--- src/hw/rtl/pqncs_pkg.sv ---
// ----------------------------------------------------------------------------
// pqncs_pkg
// Shared constants, types and codes for the product-quantization
// nearest-codeword search unit.
// ----------------------------------------------------------------------------
package pqncs_pkg;

    // Geometry of the codebook.
    localparam int NUM_SUBSPACES = 4;
    localparam int CODEWORDS     = 256;
    localparam int SUB_DIM       = 16;

    // Field widths fixed by the interface.
    localparam int FUNC_W    = 1;
    localparam int SUB_W     = 2;
    localparam int SLOT_W    = 8;
    localparam int WORD_W    = 64;
    localparam int INDEX_W   = 8;
    localparam int ELEM_W    = 8;
    localparam int ZP_W      = 8;
    localparam int VEC_W     = SUB_DIM * ELEM_W;

    // Store addressing.
    localparam int ENTRIES   = NUM_SUBSPACES * CODEWORDS;
    localparam int ADDR_W    = $clog2(ENTRIES);
    localparam int IDX_W     = (CODEWORDS > 1) ? $clog2(CODEWORDS) : 1;

    // Arithmetic widths: 8x8 products, four-element partial sums, full dot
    // product, squared norm (at most 16*128*128) and the distance.
    localparam int PROD_W    = 2 * ELEM_W;
    localparam int GROUPS    = 4;
    localparam int GROUP_SZ  = SUB_DIM / GROUPS;
    localparam int PART_W    = PROD_W + $clog2(GROUP_SZ);
    localparam int DOT_W     = PART_W + $clog2(GROUPS);
    localparam int NORM_W    = 19;
    localparam int DIST_W    = DOT_W + 2;

    // Reset value of the zero point register.
    localparam logic [ZP_W-1:0] ZP_RESET = 8'd128;

    // Operation codes of the func field.
    localparam logic [FUNC_W-1:0] FUNC_LOAD  = 1'b0;
    localparam logic [FUNC_W-1:0] FUNC_QUERY = 1'b1;

    typedef logic signed [ELEM_W-1:0] elem_t;
    typedef logic signed [PROD_W-1:0] prod_t;
    typedef logic signed [PART_W-1:0] part_t;
    typedef logic signed [DOT_W-1:0]  dot_t;
    typedef logic signed [DIST_W-1:0] dist_t;

    // Control state of the top-level sequencer.
    typedef enum logic [1:0] {
        S_IDLE,
        S_SCAN,
        S_WAIT,
        S_RESULT
    } state_t;

    // Tag that travels down the pipeline next to each codeword.
    typedef struct packed {
        logic             valid;
        logic             first;
        logic             last;
        logic [IDX_W-1:0] idx;
    } tag_t;

    // Status returned by the merging stage.
    typedef struct packed {
        logic             dot_valid;
        dot_t             dot;
        logic             done;
        logic [IDX_W-1:0] best_idx;
    } merge_status_t;

endpackage

--- src/hw/rtl/pqncs_merge.sv ---
// ----------------------------------------------------------------------------
// pqncs_merge
// Merging stage: sums the lane products, forms the distance and keeps the
// running minimum over one scan.
// ----------------------------------------------------------------------------
module pqncs_merge (
    input  logic                      aclk,
    input  logic                      aresetn,
    input  pqncs_pkg::prod_t          prod [pqncs_pkg::SUB_DIM],
    input  logic [pqncs_pkg::NORM_W-1:0] norm_in,
    input  pqncs_pkg::tag_t           tag_in,
    output pqncs_pkg::merge_status_t  status
);
    import pqncs_pkg::*;

    part_t              part_reg [GROUPS];
    tag_t               tag1_reg;
    logic [NORM_W-1:0]  norm1_reg;

    dot_t               dot_reg;
    tag_t               tag2_reg;
    logic [NORM_W-1:0]  norm2_reg;

    dist_t              best_dist_reg;
    dist_t              best_dist_next;
    logic [IDX_W-1:0]   best_idx_reg;
    logic [IDX_W-1:0]   best_idx_next;
    logic               done_reg;
    dist_t              cur_dist;

    // First tree level: four partial sums of four products each.
    always_ff @(posedge aclk) begin
        for (int g = 0; g < GROUPS; g++) begin
            part_t acc;
            acc = '0;
            for (int j = 0; j < GROUP_SZ; j++) begin
                acc = acc + PART_W'(prod[g * GROUP_SZ + j]);
            end
            part_reg[g] <= acc;
        end
        norm1_reg <= norm_in;
    end

    // Second tree level: the full dot product.
    always_ff @(posedge aclk) begin
        dot_t acc;
        acc = '0;
        for (int g = 0; g < GROUPS; g++) begin
            acc = acc + DOT_W'(part_reg[g]);
        end
        dot_reg   <= acc;
        norm2_reg <= norm1_reg;
    end

    // Tag valid bits follow the data through both tree levels.
    always_ff @(posedge aclk) begin
        if (!aresetn) begin
            tag1_reg <= '0;
            tag2_reg <= '0;
        end else begin
            tag1_reg <= tag_in;
            tag2_reg <= tag1_reg;
        end
    end

    // Distance less the query norm: norm minus twice the dot product.
    assign cur_dist = signed'(DIST_W'({1'b0, norm2_reg})) - (DIST_W'(dot_reg) <<< 1);

    // Strict compare keeps the lowest index on equal distances.
    always_comb begin
        best_dist_next = best_dist_reg;
        best_idx_next  = best_idx_reg;
        if (tag2_reg.valid && (tag2_reg.first || (cur_dist < best_dist_reg))) begin
            best_dist_next = cur_dist;
            best_idx_next  = tag2_reg.idx;
        end
    end

    always_ff @(posedge aclk) begin
        best_dist_reg <= best_dist_next;
        best_idx_reg  <= best_idx_next;
    end

    always_ff @(posedge aclk) begin
        if (!aresetn) begin
            done_reg <= 1'b0;
        end else begin
            done_reg <= tag2_reg.valid && tag2_reg.last;
        end
    end

    assign status.dot_valid = tag2_reg.valid;
    assign status.dot       = dot_reg;
    assign status.done      = done_reg;
    assign status.best_idx  = best_idx_reg;

endmodule

--- config.mk ---
export PLATFORM = sky130hd
export DESIGN_NAME = pqncs_merge
export DESIGN_NICKNAME = d
export VERILOG_FILES = /design/src/hw/rtl/pqncs_pkg.sv /design/src/hw/rtl/pqncs_merge.sv
export SDC_FILE = /design/constraint.sdc
export NUM_CORES = 1
export LEC_CHECK = 0
export BUFFER_PORTS_ARGS = -buffer_cell sky130_fd_sc_hd__buf_2
export CAP_MARGIN = 20
export CORE_UTILIZATION = 45
export CTS_BUF_LIST = sky130_fd_sc_hd__clkbuf_4
export DETAILED_ROUTE_END_ITERATION = 10
export PLACE_DENSITY = 0.69
export REMOVE_ABC_BUFFERS = 1
export SLEW_MARGIN = 20
export SYNTH_ARGS = -nofsm -noshare
export SYNTH_HDL_FRONTEND = slang
export SYNTH_SLANG_ARGS = --single-unit
--- constraint.sdc ---
create_clock -name aclk -period 7.3 [get_ports aclk]
set_input_delay 1.095 -clock aclk [delete_from_list [all_inputs] [get_ports aclk]]
set_output_delay 1.095 -clock aclk [all_outputs]
set_load 0.005 [all_outputs]
* Yosys cells after proc, flatten, opt, wreduce, memory -nomap -nowiden
Memories as Yosys holds them, arrays and structs flattened. Cells that the tools add are included.
Storage, ports and cells: RAM bits 72, logic and storage cells 35, input port bits 288, memories 1, output and inout port bits 30, bits in registers 111
Operators by class: order comparisons 1, add/subtract/negate cells 16, reduce and logical (&&, ||, !) cells 3
Memories:
- part_reg | words 4, bits a word 18, read ports 4, clocked after Yosys merged registers in 0, write ports 4, RTL line pqncs_merge.sv:16 | part_t part_reg [GROUPS];
Operator list (number):
- 17-bit by 16-bit adder with 18-bit output | 4
- 18-bit by 16-bit adder with 18-bit output | 4
- 16-bit by 16-bit adder with 17-bit output | 4
- 22-bit < comparator | 1
- 20-bit by 21-bit subtractor with 22-bit output | 1
- 19-bit by 18-bit adder with 20-bit output | 1
- 20-bit by 18-bit adder with 20-bit output | 1
- 18-bit by 18-bit adder with 19-bit output | 1
- 1-bit logical AND | 2
- 1-bit logical OR | 1

* Depth between registers and ports, before layout
Gate-level depths: netlist (run 1).
word-level depth 4, gate-level depth with buffers 16, depth with buffers taken out 16

* Least setup slack after synthesis (run 1)
OpenSTA, ideal clock, no wires.
kind register to register, from register dot_reg[0], to register best_dist_reg[0] (enable), data required time 6845 ps, setup slack 1806 ps, clock period less this slack 5494 ps, arrival time 5039 ps, buffers on the path 0, stages on the path, launching flop included 16, setup time 455 ps, cell sequence dfxtp_1 ha_1 fa_1 nor2b_1 o31ai_1 a21oi_1 a31oi_1 o21ai_0 xor2_1 ha_1 a21o_1 a21o_1 a21oi_1 o21ai_0 o31a_1 nor3_1
On the way: word-level cells in the longest chain between the ends 4
RTL lines:
- start: declaration | RTL line pqncs_merge.sv:20 | dot_t dot_reg;
- start signal: assignment | RTL line pqncs_merge.sv:51 | dot_reg <= acc;
- 20-bit by 21-bit subtractor with 22-bit output | RTL line pqncs_merge.sv:67 | assign cur_dist = signed'(DIST_W'({1'b0, norm2_reg})) - (DIST_W'(dot_reg) <<< 1);
- via cur_dist[15] | RTL line pqncs_merge.sv:29 | dist_t cur_dist;
- 22-bit < comparator | RTL line pqncs_merge.sv:73 | if (tag2_reg.valid && (tag2_reg.first || (cur_dist < best_dist_reg))) begin
- 1-bit logical OR | RTL line pqncs_merge.sv:73
- 1-bit logical AND | RTL line pqncs_merge.sv:73
- end signal: assignment | RTL line pqncs_merge.sv:80 | best_dist_reg <= best_dist_next;
- end: declaration | RTL line pqncs_merge.sv:24 | dist_t best_dist_reg;
The timed path passes the listed nets, and every way through them passes these cells. A chain may end at the register's enable or synchronous reset.

* Worst setup path after layout (run 1)
from register norm2_reg[1], to register best_dist_reg[2] (enable)
On the way: word-level cells in the longest chain between the ends 4
RTL lines:
- start: declaration | RTL line pqncs_merge.sv:22 | logic [NORM_W-1:0] norm2_reg;
- start signal: assignment | RTL line pqncs_merge.sv:52 | norm2_reg <= norm1_reg;
- 20-bit by 21-bit subtractor with 22-bit output | RTL line pqncs_merge.sv:67
- via cur_dist[15] | RTL line pqncs_merge.sv:29
- 22-bit < comparator | RTL line pqncs_merge.sv:73
- 1-bit logical OR | RTL line pqncs_merge.sv:73
- 1-bit logical AND | RTL line pqncs_merge.sv:73
The timed path passes the listed nets, and every way through them passes these cells.

==> results.json, run 1 <==
{
  "status": "finished clean",
  "tns_ns": 0,
  "syn2layout_area_growth_pct": 17.9,
  "finalCritPeriodShare_pct": 65.2,
  "setup_viol": 0,
  "ios": 318,
  "fill_cells": 2611,
  "postRouteAntennaNets": 0,
  "totalWireLength_um": 28700,
  "finalCoreUtilization_pct": 53.8,
  "worstSetupPathType": "register to register",
  "cts_sinks": 183,
  "syn-cell-area_um2": 13100,
  "grtUsageMet3_pct": 3.10,
  "finClkSkew_ns": 0.0296,
  "multiInputGateArea_um2": 8730,
  "coreArea_um2": 28700,
  "ys_seq_area_share_pct": 30.2,
  "grt_overflow": 0,
  "synth.avg_cell_area_um2": 11.1,
  "rows": 62,
  "layout_min_cycle_time_ns": 4.76,
  "ys_types": 66,
  "syn-instance-count": 1180,
  "grt_use_total_pct": 19.8,
  "ys_ff_latch": 183,
  "die_x_um": 173,
  "path_cells": "inv_1 > ha_1 > fa_1 > nor2b_1 > o31ai_1 > a21oi_1 > a31oi_1 > o21ai_0 > xor2_1 > ha_1 > a21o_1 > a21o_1 > a21oi_1 > o21ai_0 > o31a_1 > nor3_2 > buf_4",
  "hold_depth": 0,
  "cts_tree": "yes",
  "maxCapViolations": 0,
  "placed_area_um2": 15100,
  "post_drt_wl_per_cell_um": 15.0,
  "final_area_um2": 15500,
  "cts_setup_buffers": 0,
  "cts_max_path_buffers": 2,
  "post-synth-top-count-cell": "fa_1",
  "cpPeakStageDelay_ns": 0.58,
  "hold_buffers": 0,
  "nets": 2091,
  "drt_first_pass_iters": 7,
  "cts_made_buffers": 17,
  "synth.top_cell.area_share_pct": 26.0,
  "rsz0062_at_grt": "false",
  "endpoint_kind": "register",
  "cts_resized": 0,
  "gp_congestion": 0.890,
  "drc": 0,
  "critPathArrivalTime_ns": 5.03,
  "cts.clk_slew.worst_paths_ns": 0.17,
  "grt_most_used_layer": "met2",
  "clk_latency_ns": 0.58,
  "port_buffers": 317,
  "crit_path_top_delay_cell": "nor3_2",
  "hold_violations": 0,
  "num_vias": 9664,
  "grt_util_met2_pct": 36.5,
  "via_per_inst": 5.07,
  "pre_cts_slack_ns": 2.56,
  "grtUsageMet1_pct": 24.4,
  "clock-root-buffer": "clkbuf_4",
  "die_area_um2": 29800,
  "critPathRequiredTime_ns": 7.57,
  "htreeDepth": 4,
  "dp_hpwl_um": 24800,
  "register_area_um2": 3960,
  "rr_worst_depth": 17,
  "die_y_um": 173,
  "antenna_found_initial": 2,
  "synth_ff_type": "dfxtp_1",
  "slew_violations": 0,
  "layout-drive-gt1-share_pct": 23.7,
  "max_freq_mhz": 210,
  "max_slew.worst_pin.slew_ns": 0.888,
  "yosys-top-cells-count": "fa_1 (170), dfxtp_1 (153), ha_1 (126), inv_1 (98), nor2_1 (71)",
  "grt_pass1_wl_um": 47600,
  "setup_slack_ns": 2.54,
  "slew-limit-headroom_pct": 40.3,
  "async_flop_share_pct": 0,
  "path_max_fanout": 22,
  "yosys-top-cells-area": "fa_1 (26%), dfxtp_1 (23%), ha_1 (12%)",
  "largest_reg_flops": 72,
  "synth_warnings": 0,
  "cp-start-kind": "register",
  "synth_top_area_cell": "fa_1",
  "synth_edf_count": 30,
  "hp-class": "register to register",
  "drt-initial-drc-count": 433,
  "grt_max_degree": 24,
  "initial_core_util_pct": 45.7,
  "grt_pass1_vias": 9891
}
[cells in the final DEF, fill, tap and decap left out, drive strengths merged, types with 47 or more instances in the layout]
cell type	synthesis	final
xnor2	51	51
a21oi	60	60
buf	3	318
ha	126	126
dfxtp	153	153
o21ai	47	47
nand2	47	47
fa	170	170
inv	98	106
nor2	71	71
[worst max-delay path: cells and delay by family, from the launching register on]
family                   cells  cell delay, ns
AO/OA/AOI/OAI                9            1.75
XOR/XNOR                     1            0.22
adder cells (fa/ha/maj)      3            0.89
buffers and inverters        2            0.47
flip-flops                   1            0.35
AND/OR/NAND/NOR              2            0.77
[per-stage QoR]
stage / std cells / hold slack, ns
after global placement: 1872 / 0.312
after global routing: 1906 / 0.334
final: 1906 / 0.327
after CTS: 1904 / 0.324
after detailed placement: 1872 / 0.312
after floorplan: 1170 / 0.310
[routing by layer]
metal | vias to the layer above | wire [µm]
li1 | 4802 | -
met1 | 4563 | 12400
met2 | 276 | 14700
met3 | 23 | 1230
met4 | 0 | 314
met5 | - | 0
[cell families after synthesis]
kind of cell / count (synthesis) / synth area share, %
and+or+nand+nor: 259 / 9.98
AOI/OAI and AO/OA: 260 / 13.7
muxes: 3 / 0.239
xor gates and xnor gates: 71 / 4.74
DFF: 183 / 30.2
buffers and inverters: 108 / 3.15
adders and majority gates: 296 / 38.0
[layout make-up]
type | instances | area share (%)
inverters | 98 | 2.38
clock inverters | 14 | 1.12
diodes | 2 | 0.0324
clock buffers | 18 | 0.874
well taps | 384 | 3.11
multi-input cells | 889 | 56.5
repair buffers | 318 | 10.3
flip-flops and latches | 183 | 25.6
[final timing paths]
| kind | startpoint | endpoint | slack [ns] |
|---|---|---|---|
| max | norm2_reg[1] | best_dist_reg[2] | 2.54 |
| min | norm1_reg[12] | norm2_reg[12] | 0.33 |
| max reg2reg | norm2_reg[1] | best_dist_reg[2] | 2.54 |
| min reg2reg | norm1_reg[12] | norm2_reg[12] | 0.33 |
Power of run 1 is left out: the tool's default activity adds up to more than one toggle a clock period on the data nets, which glitch-free logic cannot reach.
==> run 2, diff against run 1 <==
--- a/config.mk
+++ b/config.mk
@@ -5,12 +5,13 @@
 export SDC_FILE = /design/constraint.sdc
 export NUM_CORES = 1
 export LEC_CHECK = 0
+export ABC_AREA = 1
 export BUFFER_PORTS_ARGS = -buffer_cell sky130_fd_sc_hd__buf_2
 export CAP_MARGIN = 20
 export CORE_UTILIZATION = 45
 export CTS_BUF_LIST = sky130_fd_sc_hd__clkbuf_4
 export DETAILED_ROUTE_END_ITERATION = 10
-export PLACE_DENSITY = 0.69
+export PLACE_DENSITY = 0.71
 export REMOVE_ABC_BUFFERS = 1
 export SLEW_MARGIN = 20
 export SYNTH_ARGS = -nofsm -noshare
==> constraint.sdc (replaced) <==
create_clock -name aclk -period 3.89 [get_ports aclk]
set_input_delay 0.5835 -clock aclk [delete_from_list [all_inputs] [get_ports aclk]]
set_output_delay 0.5835 -clock aclk [all_outputs]
set_load 0.005 [all_outputs]
==> results.json, run 2 <==
{
  "status": "finished clean",
  "synth.avg_cell_area_um2": 9.48,
  "p_leak_uw": 0.00809,
  "setup_viol": 0,
  "finalCritPeriodShare_pct": 90.9,
  "nets": 2334,
  "cpPeakStageDelay_ns": 0.45,
  "initial_core_util_pct": 46.3,
  "grt_use_total_pct": 20.9,
  "slew_violations": 0,
  "grt_pass1_wl_um": 50400,
  "ir_worst_vdd_mv": 0.728,
  "num_vias": 10400,
  "layout-drive-gt1-share_pct": 21.5,
  "finalCoreUtilization_pct": 54.5,
  "postRouteAntennaNets": 0,
  "hold_violations": 0,
  "syn-cell-area_um2": 13400,
  "path_max_fanout": 22,
  "grt_pass1_vias": 10800,
  "cts_tree": "yes",
  "yosys-top-cells-area": "fa_1 (25%), dfxtp_1 (23%), ha_1 (12%)",
  "cts_resized": 0,
  "crit_family": "adder cells",
  "tns_ns": 0,
  "gp_congestion": 0.864,
  "crit_path_top_delay_cell": "fa_1",
  "rows": 62,
  "numPlacedInstances": 2115,
  "via_per_inst": 4.84,
  "synth_top_area_cell": "fa_1",
  "layout_min_cycle_time_ns": 3.53,
  "finClkSkew_ns": 0.0327,
  "maxCapViolations": 0,
  "drt-initial-drc-count": 447,
  "critPathRequiredTime_ns": 4.16,
  "worst_path_most_repeated_cell": "nand2_1",
  "worstSetupPathType": "register to register",
  "cts.clk_slew.worst_paths_ns": 0.17,
  "synth.top_cell.area_share_pct": 25.3,
  "post-synth-top-count-cell": "nand2_1",
  "clock-root-buffer": "clkbuf_4",
  "power.density_nw_per_um2": 1030,
  "synth_warnings": 0,
  "ys_types": 32,
  "ys_seq_area_share_pct": 29.5,
  "ys_ff_latch": 183,
  "syn-instance-count": 1416,
  "drc": 0,
  "syn2layout_area_growth_pct": 17.8,
  "largest_reg_flops": 72,
  "fill_cells": 2665,
  "die_y_um": 175,
  "hold_buffers": 0,
  "cp-start-kind": "register",
  "cts_setup_buffers": 0,
  "slew-limit-headroom_pct": 74.9,
  "coreArea_um2": 29000,
  "cts_made_buffers": 17,
  "ios": 318,
  "dp_hpwl_um": 27000,
  "post_drt_wl_per_cell_um": 14.2,
  "final_cell_mix": "buf_2 (317), nand2_1 (309), inv_1 (190)",
  "grt_overflow": 0,
  "async_flop_share_pct": 0,
  "drt_first_pass_iters": 5,
  "totalWireLength_um": 30600,
  "yosys-top-cells-count": "nand2_1 (309), inv_1 (190), fa_1 (170), dfxtp_1 (153), ha_1 (126)",
  "antenna_found_initial": 1,
  "path_cells": "inv_1 > ha_1 > fa_1 > o21a_1 > o21ai_2 > nand2_1 > o21a_1 > ha_1 > nand2_1 > nor2_1 > nand2_1 > nor2_1 > nand2_1 > nand3_1 > nand2_1 > nand3_1 > nand2_1 > inv_1 > buf_6",
  "max_freq_mhz": 283,
  "endpoint_kind": "register",
  "critPathArrivalTime_ns": 3.80,
  "synth_edf_count": 30,
  "clk_latency_ns": 0.57,
  "cp.buffers_inverters": 3,
  "die_area_um2": 30500,
  "die_x_um": 175,
  "grt_max_degree": 24,
  "cts_sinks": 183,
  "port_buffers": 317,
  "synth_ff_type": "dfxtp_1",
  "layout_commonest_cell": "buf_2",
  "rsz0062_at_grt": "false",
  "cts_max_path_buffers": 2,
  "htreeDepth": 4,
  "max_slew.worst_pin.slew_ns": 0.376,
  "hp-class": "primary input to register",
  "instances_no_fill": 2148
}
[run 2: changes by cell type in the layout (fill, tap and decap cells not counted), moves of 21 or more]
cell / change
a21oi_1: +23
xor2_1: +21
nand3_1: +39
inv_1: +92
o21ai_0: -21
and2_1: -25
nand2_1: +262
xnor2_1: -21
[run 2: layout make-up]
type | count | area [µm²] | share of cell area [%]
clock buffers | 17 | 128 | 0.807
inverters | 190 | 713 | 4.51
clock inverters | 15 | 200 | 1.27
flip-flops and latches | 183 | 3960 | 25.1
diodes | 1 | 2.50 | 0.0158
well taps | 384 | 480 | 3.04
multi-input cells | 1039 | 8730 | 55.2
repair buffers | 319 | 1610 | 10.1
[run 2: power by group]
group / leakage, µW / internal [µW] / switching [µW]
Combinational: 0.00635 / 4790 / 7260
Clock: 0.000173 / 371 / 753
Sequential: 0.00157 / 2760 / 378
[run 2: kinds of logic (layout without fill, tap and decap cells)]
kind of cell / Yosys count / after routing / synth area share, %
AOI/OAI and AO/OA: 185 / 185 / 8.57
xor gates and xnor gates: 71 / 71 / 4.63
adders and majority gates: 296 / 296 / 37.1
buffers and inverters: 194 / 541 / 5.48
DFF: 183 / 183 / 29.5
other: 0 / 1 / 0
and+or+nand+nor: 487 / 487 / 14.7
[run 2: layer usage]
metal | part of all wire, % | vias up | global-route usage (%) | wire (µm)
li1 | - | 5225 | - | -
met1 | 42 | 4883 | 25.0 | 12800
met2 | 52 | 244 | 38.2 | 15800
met3 | 3.9 | 42 | 3.15 | 1180
met4 | 2.5 | 0 | 6.52 | 762
met5 | 0 | - | 0 | 0
[run 2: metrics by stage]
step                      setup WS [ns]  hold slack (ns)  instance area [µm²]  power, µW
after detailed placement          0.272            0.313                15500      15200
final                             0.356            0.107                15800      16300
after floorplan                   0.345            0.310                13400      12200
after CTS                         0.234           0.0422                15800      16500
after global routing             0.0363           0.0177                15800      18300
after global placement            0.406            0.313                15500      15100
[run 2: path summary, 6_finish.rpt]
path	start	end	slack (ns)	cells after the start
worst max-delay path	norm2_reg[1]	best_dist_reg[8]	0.36	19
worst min-delay path	norm_in[3]	norm1_reg[3]	0.11	1
worst max register to register	norm2_reg[1]	best_dist_reg[8]	0.36	19
worst min register to register	norm1_reg[14]	norm2_reg[14]	0.33	0
[run 2: worst register-to-register path: stages (launching register included)]
cell	delay, ns
dfxtp_1	0.35
inv_1	0.04
ha_1	0.24
fa_1	0.45
o21a_1	0.28
o21ai_2	0.18
nand2_1	0.12
o21a_1	0.20
ha_1	0.34
nand2_1	0.08
nor2_1	0.14
nand2_1	0.09
nor2_1	0.12
nand2_1	0.08
nand3_1	0.08
nand2_1	0.05
nand3_1	0.06
nand2_1	0.05
inv_1	0.08
buf_6	0.23
Note: power is estimated with default switching activity, not from simulation.
