File: src/hw/rtl/pqncs_pkg.sv
// ----------------------------------------------------------------------------
// pqncs_pkg
// Shared constants, types and codes for the product-quantization
// nearest-codeword search unit.
// ----------------------------------------------------------------------------
package pqncs_pkg;

    // Geometry of the codebook.
    localparam int NUM_SUBSPACES = 4;
    localparam int CODEWORDS     = 256;
    localparam int SUB_DIM       = 16;

    // Field widths fixed by the interface.
    localparam int FUNC_W    = 1;
    localparam int SUB_W     = 2;
    localparam int SLOT_W    = 8;
    localparam int WORD_W    = 64;
    localparam int INDEX_W   = 8;
    localparam int ELEM_W    = 8;
    localparam int ZP_W      = 8;
    localparam int VEC_W     = SUB_DIM * ELEM_W;

    // Store addressing.
    localparam int ENTRIES   = NUM_SUBSPACES * CODEWORDS;
    localparam int ADDR_W    = $clog2(ENTRIES);
    localparam int IDX_W     = (CODEWORDS > 1) ? $clog2(CODEWORDS) : 1;

    // Arithmetic widths: 8x8 products, four-element partial sums, full dot
    // product, squared norm (at most 16*128*128) and the distance.
    localparam int PROD_W    = 2 * ELEM_W;
    localparam int GROUPS    = 4;
    localparam int GROUP_SZ  = SUB_DIM / GROUPS;
    localparam int PART_W    = PROD_W + $clog2(GROUP_SZ);
    localparam int DOT_W     = PART_W + $clog2(GROUPS);
    localparam int NORM_W    = 19;
    localparam int DIST_W    = DOT_W + 2;

    // Reset value of the zero point register.
    localparam logic [ZP_W-1:0] ZP_RESET = 8'd128;

    // Operation codes of the func field.
    localparam logic [FUNC_W-1:0] FUNC_LOAD  = 1'b0;
    localparam logic [FUNC_W-1:0] FUNC_QUERY = 1'b1;

    typedef logic signed [ELEM_W-1:0] elem_t;
    typedef logic signed [PROD_W-1:0] prod_t;
    typedef logic signed [PART_W-1:0] part_t;
    typedef logic signed [DOT_W-1:0]  dot_t;
    typedef logic signed [DIST_W-1:0] dist_t;

    // Control state of the top-level sequencer.
    typedef enum logic [1:0] {
        S_IDLE,
        S_SCAN,
        S_WAIT,
        S_RESULT
    } state_t;

    // Tag that travels down the pipeline next to each codeword.
    typedef struct packed {
        logic             valid;
        logic             first;
        logic             last;
        logic [IDX_W-1:0] idx;
    } tag_t;

    // Status returned by the merging stage.
    typedef struct packed {
        logic             dot_valid;
        dot_t             dot;
        logic             done;
        logic [IDX_W-1:0] best_idx;
    } merge_status_t;

endpackage

File: src/hw/rtl/pqncs_lane.sv
// ----------------------------------------------------------------------------
// pqncs_lane
// One multiply lane: a signed 8x8 product with a registered result.
// ----------------------------------------------------------------------------
module pqncs_lane (
    input  logic            aclk,
    input  pqncs_pkg::elem_t a_in,
    input  pqncs_pkg::elem_t b_in,
    output pqncs_pkg::prod_t prod
);
    import pqncs_pkg::*;

    prod_t prod_reg;

    // The product is registered before it reaches the adder tree.
    always_ff @(posedge aclk) begin
        prod_reg <= PROD_W'(a_in) * PROD_W'(b_in);
    end

    assign prod = prod_reg;

endmodule

File: config.mk
export PLATFORM = sky130hd
export DESIGN_NAME = pqncs_lane
export DESIGN_NICKNAME = d
export VERILOG_FILES = /design/src/hw/rtl/pqncs_pkg.sv /design/src/hw/rtl/pqncs_lane.sv
export SDC_FILE = /design/constraint.sdc
export NUM_CORES = 1
export LEC_CHECK = 0
export ABC_AREA = 1
export BUFFER_PORTS_ARGS = -buffer_cell sky130_fd_sc_hd__buf_2
export CAP_MARGIN = 10
export CORE_ASPECT_RATIO = 2
export CORE_MARGIN = 2
export CORE_UTILIZATION = 30
export CTS_CLUSTER_SIZE = 30
export DETAILED_ROUTE_END_ITERATION = 8
export SETUP_SLACK_MARGIN = 0.1
export SYNTH_ARGS = -nofsm -noshare
export SYNTH_HDL_FRONTEND = slang
export SYNTH_SLANG_ARGS = --single-unit
File: constraint.sdc
create_clock -name aclk -period 6.9 [get_ports aclk]
set_input_delay 1.38 -clock aclk [delete_from_list [all_inputs] [get_ports aclk]]
set_output_delay 1.38 -clock aclk [all_outputs]
set_load 0.005 [all_outputs]
After elaboration in Yosys (flattened, before gate mapping) --
Cells that the tools add are included.
Cells by class: mux-type cells 0, shift operators 0, equality and inequality tests 0, add/subtract/negate cells 0, divide/modulo/power cells 0, $mul 1, reductions and logical operators 0, bitwise operators 0, magnitude comparators 0
Operator list (number):
- multiplier 8 x 8 -> 16 bit | 1
Storage, ports and cells: input port bits 17, bits in writable memories 0, bits in registers 16, logic and storage cells 2, memory bits (read-only) 0, latch bits 0, memories 0, output and inout bits 16

Depth between registers and ports, before layout --
Gate-level depths: netlist of run 1.
depth in word-level cells 1, gate-level depth with buffers 21, mapped depth without buffers 20

Worst setup path after synthesis of run 1 --
Ideal clock, no wire load.
path type input to register, from input port a_in[0], to register prod_reg[12], in the netlist prod[12], setup time 0.120 ns, buffers on the path 1, setup slack 1.851 ns, stages 15, arrival 4.929 ns, required time 6.780 ns, cell sequence clkbuf_1 or2_2 fa_1 fa_1 inv_1 fa_1 inv_1 fa_1 inv_1 ha_1 a21oi_1 nand2_1 nand4_1 nand2_1 xor2_1
On the way: word-level cells in the longest chain between the ends 1
Ends and longest elaborated chain:
- start: declaration | line pqncs_lane.sv:7 | input pqncs_pkg::elem_t a_in,
- multiplier 8 x 8 -> 16 bit | line pqncs_lane.sv:17 | prod_reg <= PROD_W'(a_in) * PROD_W'(b_in);
- end signal: assignment | line pqncs_lane.sv:17
- end: declaration | line pqncs_lane.sv:13 | prod_t prod_reg;
Every way passes these cells.

Final worst setup path of run 1 --
from input port b_in[7], to register prod_reg[12], in the netlist prod[12]
On the way: word-level cells in the longest chain between the ends 1
Ends and longest elaborated chain:
- start: declaration | line pqncs_lane.sv:8 | input pqncs_pkg::elem_t b_in,
- multiplier 8 x 8 -> 16 bit | line pqncs_lane.sv:17
Every way passes these cells.

==> results of run 1 <==
-- power by group --
group	total, mW	internal [mW]	switching (mW)
clock	0.125	0.0880	0.0367
sequential	0.154	0.145	0.00975
combinational	0.972	0.380	0.592
-- stage by stage --
step           total power [mW]  std cells  setup slack (ns)  utilization  area, um2
6_report                   1.25        601              1.76        0.340       3560
5_1_grt                    1.41        601              1.57        0.340       3560
4_1_cts                    1.28        601              1.76        0.340       3560
3_5_place_dp               1.15        597              1.50        0.331       3470
3_3_place_gp               1.13        597              1.60        0.331       3470
2_1_floorplan             0.880        443              1.85            -       3200
-- kinds of logic (layout without fill, tap and decap cells) --
| group | count (synthesis) | after routing | synth area share |
|---|---|---|---|
| xor gates and xnor gates | 8 | 8 | 0.0219 |
| AOI/OAI and AO/OA | 14 | 14 | 0.0266 |
| DFF | 16 | 16 | 0.100 |
| and+or+nand+nor | 155 | 155 | 0.198 |
| buffers and inverters | 166 | 187 | 0.195 |
| adders and majority gates | 84 | 84 | 0.458 |
-- cells in the mapped netlist, drive strengths merged --
cell,count
a21o,1
a21oi,8
clkbuf,15
dfxtp,16
fa,55
ha,29
inv,151
nand2,118
nand3,16
nand3b,1
nand4,3
nor2,16
o21ai,3
o21bai,2
or2,1
xnor2,4
xor2,4
-- cell type report --
type / count / area [um2]
repair buffers: 32 / 160
inverters: 151 / 567
well taps: 137 / 171
fillers: 1180 / 6920
flip-flops and latches: 16 / 320
clock buffers: 4 / 88.8
multi-input cells: 261 / 2250
-- routing by layer --
layer / global-route usage / share of wire / vias up
met5: 0 / 0 / -
met4: 0.0634 / 0.050 / 0
met3: 0.00844 / 0.014 / 23
met2: 0.314 / 0.64 / 35
met1: 0.114 / 0.30 / 1252
li1: - / - / 1279
-- worst max path at each step --
stage	start	endpoint	slack, ns	cells after the start
2_1_floorplan	a_in[0]	prod[12]	1.85	15
3_5_place_dp	b_in[7]	prod[12]	1.50	16
5_1_grt	b_in[7]	prod[12]	1.57	16
4_1_cts	b_in[7]	prod[12]	1.76	16
6_report	b_in[7]	prod[12]	1.76	16
3_3_place_gp	b_in[7]	prod[12]	1.60	16
-- placed cells by master, fill, tap and decap left out --
master / instances
sky130_fd_sc_hd__dfxtp_1: 16
sky130_fd_sc_hd__o21bai_1: 2
sky130_fd_sc_hd__xor2_1: 4
sky130_fd_sc_hd__nand4_1: 3
sky130_fd_sc_hd__nor2_1: 14
sky130_fd_sc_hd__nand3_1: 15
sky130_fd_sc_hd__fa_1: 55
sky130_fd_sc_hd__nand3b_1: 1
sky130_fd_sc_hd__inv_1: 150
sky130_fd_sc_hd__ha_1: 29
sky130_fd_sc_hd__nand2_1: 115
sky130_fd_sc_hd__a21oi_1: 7
sky130_fd_sc_hd__buf_2: 32
sky130_fd_sc_hd__a21o_1: 1
sky130_fd_sc_hd__o21ai_0: 1
sky130_fd_sc_hd__xnor2_1: 4
sky130_fd_sc_hd__nor2_2: 2
sky130_fd_sc_hd__o21ai_2: 1
sky130_fd_sc_hd__clkbuf_8: 1
sky130_fd_sc_hd__clkbuf_16: 3
sky130_fd_sc_hd__or2_2: 1
sky130_fd_sc_hd__nand2_2: 3
sky130_fd_sc_hd__inv_2: 1
sky130_fd_sc_hd__a21oi_2: 1
sky130_fd_sc_hd__o21ai_1: 1
sky130_fd_sc_hd__nand3_2: 1
-- critical path, stage by stage --
cell,delay [ns]
sky130_fd_sc_hd__buf_2,0.10
sky130_fd_sc_hd__inv_1,0.12
sky130_fd_sc_hd__or2_2,0.33
sky130_fd_sc_hd__fa_1,0.51
sky130_fd_sc_hd__fa_1,0.55
sky130_fd_sc_hd__inv_1,0.06
sky130_fd_sc_hd__fa_1,0.57
sky130_fd_sc_hd__inv_1,0.07
sky130_fd_sc_hd__fa_1,0.55
sky130_fd_sc_hd__inv_1,0.05
sky130_fd_sc_hd__ha_1,0.37
sky130_fd_sc_hd__a21oi_1,0.21
sky130_fd_sc_hd__nand2_1,0.12
sky130_fd_sc_hd__nand4_1,0.09
sky130_fd_sc_hd__nand2_1,0.07
sky130_fd_sc_hd__xor2_1,0.14
==> results.txt, run 1 <==
The run finished with clean final reports. The min-delay analysis places its worst path in the category in -> reg. The kind of start point of the critical path is an input pin. The normalized max-slew margin came out at 0.762. The aggregate global routing overflow is 0. The post-synthesis average cell area came out at 7.21 um2.

Detailed placement ended at an HPWL of roughly 6700 um. The total negative setup slack came out at 0 ns. The first TritonRoute pass finished after 4 iterations.

Across every metal layer, demand over resource in global routing totals 0.139. The number of warnings printed during yosys synthesis is 0. The die span in y came out at roughly 150 um.

The largest area contributor in the synthesized netlist is sky130_fd_sc_hd__fa_1. Buffers added to address setup during post-CTS repair amount to 0. Of all nets on the critical path, the largest fanout is 8.

Relative to the synthesized area, the layout overhead comes to 11.4%. The shortest period the worst path allows came out at approximately 5.1 ns. The total of endpoints with negative setup slack in the final report came out at 0. The worst hold path was traced through 3 stages. Hold timing on the final database bottoms out at a slack of between 1 and 1.5 ns. The clock tree root driver cell is sky130_fd_sc_hd__clkbuf_16.

The power density over the cells is 351 nW/um2. The count of hold-fix buffers inserted at cts is 0. The count of buffers from port buffering is 32. The number of buffers between clock root and the deepest sink came out at 2. The total wire length after detailed routing came out at roughly 7400 um. The final weighted congestion in routability-driven placement came out at slightly above 0.9. STA puts the critical path data arrival time at 5.28 ns.

The cell area after technology mapping came out at between 3000 and 4000 um2. Setup repair after global routing left no endpoint under its margin. The nature of the critical path endpoint is a flip-flop. The analysis attributes to cell leakage a power of 2.25 nW. The fraction of layout instances using a drive strength above 1 is 0.0991.

The number of global-route vias before repair was between 2000 and 3000. 0 antenna diodes ended up in the layout. The peak supply drop is ~0.14 mV. The die covers 11500 um2. The starting utilization of the core area is 0.305. The count of endpoints failing hold in the final timing report came out at 0. The max-slew violation count came out at 0. The average wire length per cell after detail routing came out at approximately 12 um. The clock input transition at the sequential cells of the worst setup and hold paths is roughly 0.050 ns. The cell count after synthesis is between 400 and 500. Once detail routing completed, the nets flagged for antenna violations numbered 0. The final critical-path share of the clock period came out at 0.746. Detailed routing inserted a total of approximately 2600 vias. The number of antenna violations at the first check in global routing is 0. TritonCTS created 3 clock buffers. The worst hold path terminates at prod[0]. The post-synthesis sequential element count is 16. The kind of critical path is in -> reg.

After the last flow step, the layout net total stands at 566. The number of standard-cell rows in the floorplan is 53. In this run the most critical hold path is launched from b_in[0]. After the first detailed-routing iteration, the DRC count stood at 78. Measured along the x axis, the die boundary spans 77.0 um. The number of gates resized after CTS was 0. At the worst endpoint, the required time is ~7 ns. The wire length of the first global-routing pass is approximately 13000 um. The count of cell types in the netlist is 24. Timing would allow up to between 0.15 and 0.2 GHz.

The maximum number of pins on one net before global-route repair came out at 10. The count of clock tree sinks is 16. The proportion of synthesized chip area in sequential cells is 0.100. At the pin with the least slew margin, the transition time is approximately 0.36 ns. For this run, design rule violations remaining after detail routing come to 0.

The share of synthesized area in the top cell type comes to 0.345. The CTS tree is built. The max-capacitance violation count is 0. The number of flip-flops in the largest register is 16. In the routed layout, each cell is associated on average with a via count of 4.31. By area the synthesized netlist is led by sky130_fd_sc_hd__fa_1 34%, sky130_fd_sc_hd__inv_1 18%, sky130_fd_sc_hd__nand2_1 14%, sky130_fd_sc_hd__ha_1 11%, sky130_fd_sc_hd__dfxtp_1 10%.

The deepest level of the CTS H-tree is 1. When the netlist entered floorplanning its net count stood at between 500 and 600. In this run the count of I/O pins placed on the die edge is 33.

The region available for standard cell placement spans 10500 um2.
No activity file was read; power rests on OpenSTA's default activity.
==> run 2: changes to the inputs <==
Clock period 6.9 ns to 4.91 ns, I/O delays scaled along.
==> run 2 against run 1 <==
  * Sequential cell count unchanged
  * Final area increased by 1.6%
  * Sequential power increased by 43%
  * Hold slack got worse by 0.35 ns
  * Largest cell class unchanged
  * Clock-buffer cell count unchanged
  * Critical path type unchanged
  * Cell count increased by 0.83%
  * Non-clock buffer count increased by 5
  * Die area unchanged
==> results.txt, run 2 (synthesis results as in run 1) <==
The flow ran to the end, and the final reports show no timing, DRC or antenna violations. Setup repair after global routing left no endpoint under its margin. The kind of start point of the critical path is an input pin. The wire length of the first global-routing pass is 13200 um (+3.4%). The half-perimeter wire length after detailed placement came out at 6830 um (+2.3%).

The fraction of layout instances using a drive strength above 1 is 0.113 (+0.0139). The total of endpoints with negative setup slack in the final report was 0 (unchanged). The count of endpoints failing hold in the final timing report came out at 0 (unchanged). The number of global-route vias before repair came out at 3069 (+3.6%).

The total wire length after detailed routing is 7460 um (+1.3%). The core region area is 10500 um2 (unchanged). The x dimension of the die came out at 77.0 um (unchanged). The count of unresolved DRC violations after routing is 0 (unchanged). The clock input transition at the sequential cells of the worst setup and hold paths is 0.05 ns (about the same). TritonCTS built the clock tree. The min-delay analysis places its worst path in the category in -> reg. The final worst setup slack is 0.339 ns (-1.42 ns). The worst hold path stage count came out at 4 (+1). The peak supply drop came out at 0.149 mV (+8.4%).

The overall global routing resource usage came out at 0.144 (+0.00450). The worst hold slack came out at 1.10 ns (-0.346 ns). The final critical-path share of the clock period came out at 0.931. The share of the core filled with cells came out at 0.345 (+0.00549). The kind of critical path is in -> reg.

The data arrival time of the critical path came out at 4.70 ns (-0.58 ns). The critical path startpoint is b_in[7]. The startpoint identified for the worst hold timing path is a_in[0].

The average vias per placed instance came out at 4.44 (+3.0%). The number of filler cells placed in the layout is 1165 (-1.3%). The die span in y is 150 um (unchanged). The starting utilization of the core area was 0.305 (unchanged).

The aggregate global routing overflow came out at 0 (unchanged). The normalized max-slew margin is 0.826 (+0.0644). The number of nets at the end of the flow is 571 (+0.88%). The design area was 3620 um2 (+1.6%). The via count came out at 2690 (+3.9%). The final weighted congestion in routability-driven placement came out at 0.901 (-0.83%). The leakage component of the power is 2.27 nW (+1.1%). The diode insertion count for antenna repair came out at 0 (unchanged).

The top cell types in the final layout, fill and taps aside, are 150 x sky130_fd_sc_hd__inv_1, 115 x sky130_fd_sc_hd__nand2_1, 54 x sky130_fd_sc_hd__fa_1, 32 x sky130_fd_sc_hd__buf_2, 28 x sky130_fd_sc_hd__ha_1. The count of buffers from port buffering is 32 (unchanged). The max-slew violation count came out at 0 (unchanged).

The relative area change from synthesis to final layout came out at 13.2%. For the finished layout, the period the worst path requires is approximately 4.6 ns. The worst-margin pin slew is 0.260 ns (-0.0967 ns).

The average wire length per cell after detail routing came out at 12.3 um (+0.51%). The die footprint came out at 11500 um2 (unchanged). The max-capacitance violation count is 0 (unchanged).

The number of buffers created by CTS is 3 (unchanged). The overall power of the completed layout was 1.79 mW (+43%). The deepest level of the CTS H-tree came out at 1 (unchanged).

The count of clock tree sinks came out at 16 (unchanged). The count of routing violations after the opening detailed-route iteration is 76 (-2.6%). The number of standard-cell rows in the floorplan came to 53 (unchanged). The number of flip-flops in the largest register is 16 (unchanged). In this run the clock root is driven by a sky130_fd_sc_hd__clkbuf_16. The number of antenna violations at the first check in global routing came out at 0 (unchanged). The number of top-level pins is 33 (unchanged). The number of buffers between clock root and the deepest sink was 2 (unchanged). The power density over the cells is 496 nW/um2 (+41%). The area after detailed placement came out at 3510 um2 (+1.1%).

The worst setup path is captured at a flip-flop. The largest fanout on the critical path is 6 (-2). The detailed-router iteration count before antenna repair came out at 4 (unchanged). The maximum number of pins on one net before global-route repair was 10 (unchanged). The maximum frequency from static timing analysis is roughly 0.22 GHz.

Leaving out fill and tap cells, the most frequent cell in the layout is sky130_fd_sc_hd__inv_1. The pre-CTS worst setup slack was -0.0301 ns (-1.53 ns). The number of antenna-violating nets in the routed design came out at 0 (unchanged). The required time reported for the critical path endpoint came out at 5.04 ns (-1.99 ns). The count of hold-fix buffers inserted at cts is 0 (unchanged).
[run 2: worst paths after layout]
path	end	slack [ns]
setup / recovery	prod[12]	0.34
hold / removal	prod[0]	1.10
[run 2: stage by stage]
stage | TNS [ns] | instances
4_1_cts | 0 | 606
5_1_grt | 0 | 606
2_1_floorplan | 0 | 443
3_3_place_gp | 0 | 602
3_5_place_dp | -0.0524 | 602
6_report | 0 | 606
[run 2: worst max-delay path: stages]
cell	delay, ns
sky130_fd_sc_hd__buf_2	0.10
sky130_fd_sc_hd__inv_1	0.09
sky130_fd_sc_hd__or2_2	0.30
sky130_fd_sc_hd__fa_1	0.50
sky130_fd_sc_hd__fa_1	0.54
sky130_fd_sc_hd__inv_1	0.06
sky130_fd_sc_hd__fa_1	0.58
sky130_fd_sc_hd__inv_1	0.08
sky130_fd_sc_hd__fa_1	0.54
sky130_fd_sc_hd__inv_1	0.07
sky130_fd_sc_hd__ha_4	0.26
sky130_fd_sc_hd__a21oi_1	0.19
sky130_fd_sc_hd__nand2_1	0.11
sky130_fd_sc_hd__nand4_1	0.08
sky130_fd_sc_hd__nand2_1	0.07
sky130_fd_sc_hd__xor2_1	0.13
[run 2: report_power, final]
| part | internal (mW) | leakage (nW) | total [mW] | switching, mW |
|---|---|---|---|---|
| clock | 0.124 | 0.0442 | 0.175 | 0.0514 |
| combinational | 0.552 | 2.09 | 1.40 | 0.847 |
| sequential | 0.204 | 0.135 | 0.220 | 0.0162 |
[run 2: repair_timing]
| action | 4_1_cts | 5_1_grt |
|---|---|---|
| gates resized for setup | 0 | 4 |
| setup endpoints to repair | 0 | 5 |
| setup buffers | 0 | 0 |
| hold endpoints to repair | 0 | 0 |
[run 2: cell type report]
| type | count | area [um2] | share of cell area |
|---|---|---|---|
| repair buffers | 37 | 198 | 0.0547 |
| multi-input cells | 261 | 2270 | 0.628 |
| flip-flops and latches | 16 | 320 | 0.0886 |
| well taps | 137 | 171 | 0.0474 |
| inverters | 151 | 567 | 0.157 |
| clock buffers | 4 | 88.8 | 0.0246 |
[run 2: layer usage]
metal  vias to the layer above  part of all wire  track usage
li1                       1287                 -            -
met2                        58              0.63        0.318
met4                         0             0.076       0.0929
met3                        37             0.018      0.00905
met5                         -                 0            0
met1                      1308              0.28        0.111
==> run 3: changes to the inputs <==
Settings changed: PLACE_DENSITY set to 0.5.
==> run 3 against run 2 <==
  * Sequential power shrank 2%
  * Sequential cell count is the same
  * Non-clock buffer count shrank 1
  * Combinational power is 4% lower
  * Critical path depth is the same
  * Global-route usage barely moved
  * Fmax down 0.69%
  * Critical endpoint unchanged
==> results.txt, run 3 (synthesis results as in run 1) <==
The kind of critical path is in -> reg. The number of buffers between clock root and the deepest sink came out at 2 (unchanged). The data arrival time of the critical path is 4.73 ns (+0.03 ns). The count of hold-fix buffers inserted at cts came out at 0 (unchanged). STA classifies the critical path endpoint as a flip-flop.

The maximum frequency from static timing analysis is 0.217 GHz (-0.69%). The starting utilization of the core area is 0.305 (unchanged). The final weighted congestion in routability-driven placement was 0.850 (-5.6%). The final critical-path share of the clock period came out at 0.937 (+0.00643). The average wire length per cell after detail routing is 12.5 um (+1.2%). The via count was 2571 (-4.4%). The count of clock tree sinks is 16 (unchanged).

The detailed-router iteration count before antenna repair came out at 4 (unchanged). The total of endpoints with negative setup slack in the final report came out at 0 (unchanged). The core region area is 10500 um2 (unchanged).

The count of buffers from port buffering came out at 32 (unchanged). The max-slew violation count came out at 0 (unchanged). The min-delay analysis places its worst path in the category in -> reg. The total wire length after detailed routing is 7530 um (+1.0%).

The number of antenna-violating nets in the routed design came out at 0 (unchanged). The half-perimeter wire length after detailed placement came to 6680 um (-2.2%). The worst setup path is launched from an input pin. The power density over the cells came out at 485 nW/um2 (-2.3%).

The die span in y came out at 150 um (unchanged). The number of standard-cell rows in the floorplan is 53 (unchanged). The deepest level of the CTS H-tree came out at 1 (unchanged).

The diode insertion count for antenna repair came to 0 (unchanged). The share of the core filled with cells came out at 0.343 (-0.00239). The wire length of the first global-routing pass came out at 12800 um (-2.7%). The post-cts gate resize count is 0 (unchanged). The area growth from synthesis to layout is 12.4%. The number of antenna violations at the first check in global routing is 0 (unchanged). The x dimension of the die came out at 77.0 um (unchanged). The worst hold slack came out at 1.11 ns (+0.00647 ns).

The post-CTS setup buffer count is 0 (unchanged). The clock input transition at the sequential cells of the worst setup and hold paths came out at 0.05 ns (about the same). The shortest period the worst path allows is 4.60 ns (+0.0316 ns). The required time reported for the critical path endpoint came out at 5.04 ns (about the same). The overall power of the completed layout is 1.74 mW (-2.9%).

The number of global-route vias before repair is 2759 (-10%). The peak supply drop is 0.173 mV (+17%). The die footprint is 11500 um2 (unchanged).

The maximum number of pins on one net before global-route repair came out at 10 (unchanged). The leakage component of the power is 2.26 nW (-0.25%). Leaving out fill and tap cells, the most frequent cells in the layout are 149 x sky130_fd_sc_hd__inv_1, 115 x sky130_fd_sc_hd__nand2_1, 54 x sky130_fd_sc_hd__fa_1, 32 x sky130_fd_sc_hd__buf_2, 29 x sky130_fd_sc_hd__ha_1. The number of buffers created by CTS is 3 (unchanged).

The library cell used most frequently in the layout, excluding fill and tap cells, is sky130_fd_sc_hd__inv_1. The count of endpoints failing hold in the final timing report came out at 0 (unchanged). The number of flip-flops in the largest register came out at 16 (unchanged). TritonCTS built the clock tree.

The count of unresolved DRC violations after routing came out at 0 (unchanged). The count of routing violations after the opening detailed-route iteration came to 108 (+42%). The max-capacitance violation count came out at 0 (unchanged). The worst-margin pin slew was 0.261 ns (+0.000564 ns). The aggregate global routing overflow was 0 (unchanged). The clock tree root driver cell is sky130_fd_sc_hd__clkbuf_16. Setup repair after global routing left no endpoint under its margin. The largest fanout on the critical path was 6 (unchanged). The overall global routing resource usage is 0.144 (about the same). The number of top-level pins came out at 33 (unchanged). The number of nets at the end of the flow came out at 570 (-0.18%). The flow ran to the end, and the final reports show no timing, DRC or antenna violations. The average vias per placed instance came to 4.25 (-4.3%).

The fraction of layout instances using a drive strength above 1 came out at 0.111 (-0.00190). The normalized max-slew margin came out at 0.826 (about the same).
-- run 3: changes by cell type in the layout (fill, tap and decap cells not counted) --
cell	delta
sky130_fd_sc_hd__buf_4	-1
sky130_fd_sc_hd__ha_1	+1
sky130_fd_sc_hd__ha_4	-1
sky130_fd_sc_hd__inv_1	-1
sky130_fd_sc_hd__inv_2	+1
sky130_fd_sc_hd__nor2_2	+1
sky130_fd_sc_hd__nor2_4	-1
-- run 3: final timing paths --
path  startpoint        to  slack, ns  cells past startpoint
max      b_in[7]  prod[12]       0.31                     16
min      b_in[0]   prod[0]       1.11                      4
-- run 3: power breakdown --
group          internal (mW)  switching [mW]  leakage (nW)  total (mW)
Combinational          0.534           0.818          2.09        1.35
Sequential             0.203          0.0124         0.135       0.215
Clock                  0.124          0.0505        0.0442       0.174
Total                  0.861           0.881          2.26        1.74
-- run 3: metal layers --
layer	wire, um	GRT usage	up-vias
met5	0	0	-
li1	-	-	1282
met2	4620	0.305	49
met3	225	0.0121	23
met1	2240	0.128	1217
met4	439	0.0777	0
-- run 3: area by class of cell --
type / instances / area (um2)
fillers: 1168 / 6890
multi-input cells: 261 / 2250
inverters: 151 / 567
flip-flops and latches: 16 / 320
repair buffers: 36 / 190
well taps: 137 / 171
clock buffers: 4 / 88.8
-- run 3: metrics by stage --
| stage | std cells | worst slack, ns | instance area [um2] | setup TNS (ns) |
|---|---|---|---|---|
| 6_report | 605 | 0.308 | 3590 | 0 |
| 5_1_grt | 605 | 0.121 | 3590 | 0 |
| 4_1_cts | 605 | 0.256 | 3590 | 0 |
| 3_5_place_dp | 601 | -0.00181 | 3500 | -0.00181 |
| 3_3_place_gp | 601 | 0.0479 | 3500 | 0 |
| 2_1_floorplan | 443 | 0.259 | 3200 | 0 |
-- run 3: critical path, stage by stage --
cell and delay [ns]:
sky130_fd_sc_hd__buf_2 0.11, sky130_fd_sc_hd__inv_2 0.08, sky130_fd_sc_hd__or2_2 0.30, sky130_fd_sc_hd__fa_1 0.50, sky130_fd_sc_hd__fa_1 0.55, sky130_fd_sc_hd__inv_1 0.06, sky130_fd_sc_hd__fa_1 0.54, sky130_fd_sc_hd__inv_1 0.06
sky130_fd_sc_hd__fa_1 0.53, sky130_fd_sc_hd__inv_1 0.04, sky130_fd_sc_hd__ha_1 0.37, sky130_fd_sc_hd__a21oi_1 0.22, sky130_fd_sc_hd__nand2_1 0.11, sky130_fd_sc_hd__nand4_1 0.08, sky130_fd_sc_hd__nand2_1 0.07, sky130_fd_sc_hd__xor2_1 0.14
